File: src/erc_pkg.sv
// Package for the extent release coalescer: payload words, status codes, commands.
// No dependencies.
package erc_pkg;

  localparam int AllocEntriesDef = 16;
  localparam int FreeEntriesDef  = 16;
  localparam int AddrBitsDef     = 16;
  localparam int CfgIdxBits      = 1;
  localparam int CfgDataBits     = 16;

  localparam logic [1:0] CMD_INIT    = 2'd0;
  localparam logic [1:0] CMD_RECORD  = 2'd1;
  localparam logic [1:0] CMD_RELEASE = 2'd2;
  localparam logic [1:0] CMD_UNUSED  = 2'd3;

  localparam logic [2:0] ST_OK      = 3'd0;
  localparam logic [2:0] ST_NOJOB   = 3'd1;
  localparam logic [2:0] ST_OVERLAP = 3'd2;
  localparam logic [2:0] ST_BADLEN  = 3'd3;
  localparam logic [2:0] ST_FULL    = 3'd4;

  localparam logic [CfgIdxBits-1:0] REG_REGION_START  = 1'd0;
  localparam logic [CfgIdxBits-1:0] REG_REGION_LENGTH = 1'd1;

  typedef struct packed {
    logic [1:0]  cmd;
    logic [7:0]  job_id;
    logic [15:0] base_addr;
    logic [15:0] extent_len;
  } in_word_t;

  typedef struct packed {
    logic [2:0]  status;
    logic [15:0] freed_start;
    logic [15:0] freed_len;
    logic [4:0]  free_count;
  } out_word_t;

endpackage

File: src/extent_release_coalescer_unit.sv
// Top level of the extent release coalescer: sequencer walking both extent tables.
// Depends on erc_pkg.
//
//  channel | direction | handshake           | payload
//  in      | in        | in_valid_i/in_stall_o | erc_pkg::in_word_t
//  out     | out       | out_valid_o/out_stall_i | erc_pkg::out_word_t
//  cfg     | in        | cfg_we_i            | cfg_idx_i, cfg_data_i
//
// Each item walks the extent tables entry by entry: a record scans then shifts the
// allocation table; a release scans the allocation table, compacts it, scans the free
// table and then inserts into it, merges with a neighbour or compacts it after a merge.
// Init reloads the free table from the region registers. One compare/shift datapath serves all.
// Reset leaves one free extent of the reset region. No item is taken until the
// previous result has been taken from the output register.
module extent_release_coalescer_unit #(
  parameter int ALLOC_ENTRIES = erc_pkg::AllocEntriesDef,
  parameter int FREE_ENTRIES  = erc_pkg::FreeEntriesDef,
  parameter int ADDR_BITS     = erc_pkg::AddrBitsDef
) (
  input  logic                            clk_i,
  input  logic                            rst_ni,
  input  logic                            in_valid_i,
  output logic                            in_stall_o,
  input  erc_pkg::in_word_t               in_data_i,
  output logic                            out_valid_o,
  input  logic                            out_stall_i,
  output erc_pkg::out_word_t              out_data_o,
  input  logic                            cfg_we_i,
  input  logic [erc_pkg::CfgIdxBits-1:0]  cfg_idx_i,
  input  logic [erc_pkg::CfgDataBits-1:0] cfg_data_i
);

  localparam int AW = $clog2(ALLOC_ENTRIES);
  localparam int FW = $clog2(FREE_ENTRIES);
  localparam int AC = $clog2(ALLOC_ENTRIES + 1);
  localparam int FC = $clog2(FREE_ENTRIES + 1);
  localparam logic [ADDR_BITS:0] AddrMask = {1'b0, {ADDR_BITS{1'b1}}};

  typedef enum logic [3:0] {
    S_IDLE, S_REC_SCAN, S_REC_SHIFT, S_REL_SCAN, S_REL_SHIFT,
    S_FREE_SCAN, S_FREE_DECIDE, S_FREE_INS, S_FREE_DEL, S_DONE
  } state_e;

  state_e state_q;
  logic [15:0] reg_start_q, reg_len_q;
  logic [AC-1:0] na_q;
  logic [FC-1:0] nf_q;
  logic [AC-1:0] ai_q;
  logic [FC-1:0] fi_q;
  erc_pkg::in_word_t in_q;
  logic [ADDR_BITS-1:0] s_q, l_q;
  logic [2:0] st_q;
  logic out_valid_q;
  erc_pkg::out_word_t out_q;

  logic [7:0]           a_job   [ALLOC_ENTRIES];
  logic [ADDR_BITS-1:0] a_start [ALLOC_ENTRIES];
  logic [ADDR_BITS-1:0] a_len   [ALLOC_ENTRIES];
  logic [ADDR_BITS-1:0] f_start [FREE_ENTRIES];
  logic [ADDR_BITS-1:0] f_len   [FREE_ENTRIES];

  logic [AW-1:0] ai;
  logic [FW-1:0] fi, fim1;
  logic [ADDR_BITS:0] end_w, pend_w, cur_s, sum3;
  logic has_prev, has_cur, touch_prev, touch_cur;
  logic [ADDR_BITS-1:0] in_s, in_l;

  assign ai   = ai_q[AW-1:0];
  assign fi   = fi_q[FW-1:0];
  assign fim1 = FW'(fi_q - FC'(1));
  assign in_s = ADDR_BITS'(in_data_i.base_addr);
  assign in_l = ADDR_BITS'(in_data_i.extent_len);
  assign end_w  = {1'b0, s_q} + {1'b0, l_q};
  assign has_prev = fi_q != '0;
  assign has_cur  = fi_q < nf_q;
  assign pend_w = {1'b0, f_start[fim1]} + {1'b0, f_len[fim1]};
  assign cur_s  = {1'b0, f_start[fi]};
  assign touch_prev = has_prev && pend_w == {1'b0, s_q};
  assign touch_cur  = has_cur && cur_s == end_w;
  // merged length: prev (if touching) + released + cur (if touching)
  assign sum3 = (touch_prev ? {1'b0, f_len[fim1]} : '0) + {1'b0, l_q}
              + (touch_cur ? {1'b0, f_len[fi]} : '0);

  assign in_stall_o  = state_q != S_IDLE || out_valid_q;
  assign out_valid_o = out_valid_q;
  assign out_data_o  = out_q;

  always_ff @(posedge clk_i or negedge rst_ni) begin
    if (!rst_ni) begin
      state_q     <= S_IDLE;
      reg_start_q <= '0;
      reg_len_q   <= 16'hFFFF;
      na_q        <= '0;
      nf_q        <= FC'(1);
      out_valid_q <= 1'b0;
      f_start[0]  <= '0;
      f_len[0]    <= ADDR_BITS'(16'hFFFF);
    end else begin
      if (cfg_we_i) begin
        unique case (cfg_idx_i)
          erc_pkg::REG_REGION_START:  reg_start_q <= cfg_data_i;
          erc_pkg::REG_REGION_LENGTH: reg_len_q   <= cfg_data_i;
          default: ;
        endcase
      end
      if (out_valid_q && !out_stall_i) out_valid_q <= 1'b0;
      unique case (state_q)
        S_IDLE: begin
          if (in_valid_i && !in_stall_o) begin
            in_q <= in_data_i;
            s_q  <= in_s;
            l_q  <= in_l;
            st_q <= erc_pkg::ST_OK;
            ai_q <= '0;
            fi_q <= '0;
            unique case (in_data_i.cmd)
              erc_pkg::CMD_INIT: begin
                na_q <= '0;
                if (ADDR_BITS'(reg_len_q) != '0) begin
                  nf_q <= FC'(1);
                  f_start[0] <= ADDR_BITS'(reg_start_q);
                  f_len[0]   <= ADDR_BITS'(reg_len_q);
                end else nf_q <= '0;
                state_q <= S_DONE;
              end
              erc_pkg::CMD_RECORD: begin
                if (in_l == '0) begin
                  st_q <= erc_pkg::ST_BADLEN;
                  state_q <= S_DONE;
                end else if (na_q == AC'(ALLOC_ENTRIES)) begin
                  st_q <= erc_pkg::ST_FULL;
                  state_q <= S_DONE;
                end else state_q <= S_REC_SCAN;
              end
              erc_pkg::CMD_RELEASE: state_q <= S_REL_SCAN;
              default: state_q <= S_DONE;
            endcase
          end
        end
        S_REC_SCAN: begin
          if (ai_q < na_q && a_start[ai] < s_q) ai_q <= ai_q + AC'(1);
          else begin
            fi_q    <= FC'(0);
            ai_q    <= na_q; // shift from top down to insertion point
            s_q     <= s_q;
            in_q.job_id <= in_q.job_id;
            // remember insertion point in out_q.freed_start; the ai_q walk stops there
            state_q <= S_REC_SHIFT;
            l_q     <= l_q;
            out_q.freed_start <= 16'(ai_q);
          end
        end
        S_REC_SHIFT: begin
          if (ai_q > AC'(out_q.freed_start)) begin
            a_job[ai]   <= a_job[AW'(ai_q - AC'(1))];
            a_start[ai] <= a_start[AW'(ai_q - AC'(1))];
            a_len[ai]   <= a_len[AW'(ai_q - AC'(1))];
            ai_q <= ai_q - AC'(1);
          end else begin
            a_job[ai]   <= in_q.job_id;
            a_start[ai] <= s_q;
            a_len[ai]   <= l_q;
            na_q <= na_q + AC'(1);
            state_q <= S_DONE;
          end
        end
        S_REL_SCAN: begin
          if (ai_q >= na_q) begin
            st_q <= erc_pkg::ST_NOJOB;
            state_q <= S_DONE;
          end else if (a_job[ai] == in_q.job_id) begin
            s_q <= a_start[ai];
            l_q <= a_len[ai];
            state_q <= S_REL_SHIFT;
          end else ai_q <= ai_q + AC'(1);
        end
        S_REL_SHIFT: begin
          if (ai_q + AC'(1) < na_q) begin
            a_job[ai]   <= a_job[AW'(ai_q + AC'(1))];
            a_start[ai] <= a_start[AW'(ai_q + AC'(1))];
            a_len[ai]   <= a_len[AW'(ai_q + AC'(1))];
            ai_q <= ai_q + AC'(1);
          end else begin
            na_q <= na_q - AC'(1);
            state_q <= S_FREE_SCAN;
          end
        end
        S_FREE_SCAN: begin
          if (fi_q < nf_q && cur_s < end_w) fi_q <= fi_q + FC'(1);
          else state_q <= S_FREE_DECIDE;
        end
        S_FREE_DECIDE: begin
          if (has_prev && pend_w > {1'b0, s_q}) begin
            st_q <= erc_pkg::ST_OVERLAP;
            state_q <= S_DONE;
          end else if (touch_prev || touch_cur) begin
            if (sum3 > AddrMask) begin
              st_q <= erc_pkg::ST_OVERLAP;
              state_q <= S_DONE;
            end else if (touch_prev) begin
              f_len[fim1] <= sum3[ADDR_BITS-1:0];
              state_q <= touch_cur ? S_FREE_DEL : S_DONE;
            end else begin
              f_start[fi] <= s_q;
              f_len[fi]   <= sum3[ADDR_BITS-1:0];
              state_q <= S_DONE;
            end
          end else if (nf_q == FC'(FREE_ENTRIES)) begin
            st_q <= erc_pkg::ST_FULL;
            state_q <= S_DONE;
          end else begin
            out_q.freed_start <= 16'(fi_q);
            fi_q <= nf_q;
            state_q <= S_FREE_INS;
          end
        end
        S_FREE_INS: begin
          if (fi_q > FC'(out_q.freed_start)) begin
            f_start[fi] <= f_start[fim1];
            f_len[fi]   <= f_len[fim1];
            fi_q <= fi_q - FC'(1);
          end else begin
            f_start[fi] <= s_q;
            f_len[fi]   <= l_q;
            nf_q <= nf_q + FC'(1);
            state_q <= S_DONE;
          end
        end
        S_FREE_DEL: begin
          if (fi_q + FC'(1) < nf_q) begin
            f_start[fi] <= f_start[FW'(fi_q + FC'(1))];
            f_len[fi]   <= f_len[FW'(fi_q + FC'(1))];
            fi_q <= fi_q + FC'(1);
          end else begin
            nf_q <= nf_q - FC'(1);
            state_q <= S_DONE;
          end
        end
        S_DONE: begin
          out_valid_q <= 1'b1;
          out_q.status <= st_q;
          out_q.free_count <= 5'(nf_q);
          if (st_q == erc_pkg::ST_OK && in_q.cmd == erc_pkg::CMD_RELEASE) begin
            out_q.freed_start <= 16'(s_q);
            out_q.freed_len   <= 16'(l_q);
          end else begin
            out_q.freed_start <= '0;
            out_q.freed_len   <= '0;
          end
          state_q <= S_IDLE;
        end
        default: state_q <= S_IDLE;
      endcase
    end
  end

endmodule
File: config.mk
export PLATFORM = sky130hd
export DESIGN_NAME = extent_release_coalescer_unit
export DESIGN_NICKNAME = d
export VERILOG_FILES = /design/src/erc_pkg.sv /design/src/extent_release_coalescer_unit.sv
export SDC_FILE = /design/constraint.sdc
export NUM_CORES = 2
export LEC_CHECK = 0
export BUFFER_PORTS_ARGS = -buffer_cell sky130_fd_sc_hd__buf_2
export CORE_UTILIZATION = 27
export CTS_BUF_LIST = sky130_fd_sc_hd__clkbuf_4
export CTS_CLUSTER_DIAMETER = 120
export CTS_CLUSTER_SIZE = 24
export DETAILED_ROUTE_END_ITERATION = 8
export PLACE_DENSITY = 0.47
export SYNTH_ARGS = -nofsm -noshare
export SYNTH_HDL_FRONTEND = slang
export SYNTH_SLANG_ARGS = --single-unit
File: constraint.sdc
create_clock -name clk_i -period 28.9 [get_ports clk_i]
set_input_delay 0 -clock clk_i [delete_from_list [all_inputs] [get_ports clk_i]]
set_output_delay 0 -clock clk_i [all_outputs]
set_load 0.02 [all_outputs]
==> impl_metrics.toml <==
[sta]
timing.hold.ws_ps = 136
drv_slew = 0
layout_min_cycle_time_ps = 13550
fin_skew_ps = 139
finalHoldViolCount = 0
max_freq_ghz = 0.0738
setup_tns_ps = 0
worst_slew_pin_slew_ps = 1430
setup_violations = 0
rsz0062_at_grt = "no"
relSlewSlack = 0.0468
period_share = 0.469

[cts]
cts_setup_buffers = 0
cts_hold_buf = 145
cts_tree = "yes"
ctsHtreeMaxLevel = 2
cts-resized-gates = 0
insertion_delay_ps = 1360
clockBufferDepth = 3
cts-root-buf = "clkbuf_4"
numClockSinks = 1298
cts_buffers = 60
clk_pin_slew_ps = 310

[global_routing]
antenna_found_initial = 27
grt_pass1_wl_um = 443000
grt_overflow = 0
grt_max_degree = 182
grt_pass1_vias = 55486
grt_usage = 0.205

[min_path]
whs_path_depth = 5
worstHoldStart = "in_data_i[31]"
min_to = "s_q[15]"
hp-class = "in2reg"

[critical_path]
cp-end-kind = "register"
crit_slowest_cell = "buf_4"
r2r_end = "f_start[190]"
crit_path_frequent_cell = "buf_4"
worstReg2RegStart = "fi_q[1]"
reg2regPathDepth = 36
crit_start = "fi_q[1]"
r2r_slack_ps = 15350
cp_max_fo = 181
worst_setup_path_start_kind = "register"
worstPathArrival_ps = 14500
cpPeakStageDelay_ps = 820
crit_type = "reg2reg"
crit_required_ps = 29850

[die]
core_area_um2 = 300000
die_h_um = 551
die_area_um2 = 303000
die_x_um = 551
std_cell_rows = 201
start_util = 0.271
ioPinCount = 106

[cells_and_area]
finalNetCount = 5914
fin_util = 0.298
syn_to_final_growth_pct = 9.79
final_common_cell = "edfxtp_1"
drive_gt1_frac = 0.293
fin_area_um2 = 89200
fill_cells = 29756
final_cell_mix = "1215 x edfxtp_1, 1061 x mux4_2, 560 x nand2_1, 383 x o21ai_0, 279 x nor2_1"

[yosys]
syn_area_per_cell_um2 = 14.4
synth_edf_count = 1215
syn_inst = 5659
synthMuxAreaShare = 0.314
synthArstFlopShare = 0.0609
ys_warn_count = 0
synth_flop_cell = "edfxtp_1"
synthAdderAreaFrac = 0.0266
synth_top_family_by_area = "multiplexers"
synth_seq_cells = 1298
synth_cell_type_count = 81
synth-simple-area-share = 0.0581
seq_area_frac_synth = 0.475
synth_area_um2 = 81200
syn_nets = 5883
synth_compound_area_frac = 0.0892
synth_xor_area_frac = 0.00730

[place]
port_buffers = 105
dp_hpwl_um = 202000
place_area_um2 = 87000
gp_congestion = 0.922

[drt]
vias = 57168
drt_wl_total_um = 316000
viasPerCell = 5.90
drt_iter0_markers = 7163
drc = 0
drt-pass1-iter-count = 5
routedWlPerCell_um = 32.6
ant_nets = 0

[pwr]
power.net_switching_uw = 4360
pwr-share-seq = 0.304
p_per_area_nw_per_um2 = 112
clock_power_share = 0.076
peakVddDrop_v = 0.000112
power_frac_comb = 0.620
fin_total_pwr_uw = 9980
power_leakage_uw = 0.0289
p_int_uw = 5620
swShare = 0.437

[job]
drv_cap = 0

[run_status]
status = "finished clean"
power groups by stage:
stage	sequential, uW	combinational [uW]	clock (uW)
after floorplan	2990	4250	0
after global placement	3070	6080	0
after global routing	3050	6610	825
final	3030	6180	757
after detailed placement	3070	6140	0
after CTS	3030	6180	778
critical path, delay by kind of cell (launching register included):
kind / cells / cell delay, ps
AND/OR/NAND/NOR: 10 / 1610
multiplexers: 3 / 1210
adder cells (fa/ha/maj): 5 / 2170
AO/OA/AOI/OAI: 8 / 1980
flip-flops: 1 / 400
XOR/XNOR: 1 / 120
buffers and inverters: 9 / 5040
per-stage QoR:
stage          worst slack (ps)  instances
2_1_floorplan              8190       5659
3_3_place_gp              15800       9440
3_5_place_dp              15550       9441
4_1_cts                   15440       9680
5_1_grt                   14670       9685
6_report                  15350       9694
final cells by class:
type	count	area (um^2)	share of cell area
Clock inverter	7	45.0	0.000505
Sequential cell	1298	38600	0.433
Antenna cell	14	35.0	0.000393
Multi-Input combinational cell	3763	40800	0.457
Timing Repair Buffer	481	3790	0.0424
Clock buffer	87	653	0.00732
Tap cell	3958	4950	0.0555
Inverter	86	325	0.00365
cells by family (layout without fill, tap and decap cells):
group                      count (synthesis)  count (layout)
AOI/OAI and AO/OA                       1209            1209
xor gates and xnor gates                  66              66
adders and majority gates                160             160
buffers and inverters                    598             661
DFF                                     1298            1298
muxes                                   1214            1214
other                                      0              14
and+or+nand+nor                         1114            1114
routing by layer:
layer / wire (um) / vias up / GRT usage
li1: - / 23187 / -
met1: 123000 / 30248 / 0.265
met2: 151000 / 3136 / 0.337
met3: 27100 / 579 / 0.0397
met4: 14000 / 18 / 0.0782
met5: 267 / - / 0.00188
how the worst max path moves through the flow:
stage	cells past startpoint	end
2_1_floorplan	46	f_start[0]
3_3_place_gp	36	f_start[59]
3_5_place_dp	36	f_start[59]
4_1_cts	36	f_start[9]
5_1_grt	36	f_start[12]
6_report	36	f_start[190]
Yosys cell counts, types with 46 or more instances:
library cell	instances	share of area
ha_1	139	0.021
mux4_2	1061	0.29
clkbuf_1	324	0.015
a21oi_1	299	0.018
o21ai_0	384	0.024
inv_1	83	0.0038
dfrtp_1	46	0.014
buf_1	71	0.0033
buf_2	97	0.0060
and3_1	55	0.0042
nor2_1	299	0.014
edfxtp_1	1215	0.45
o22ai_1	203	0.016
mux2i_1	112	0.014
nand2_1	570	0.026
nand3_1	55	0.0034
(Power assumes the default switching activity.)
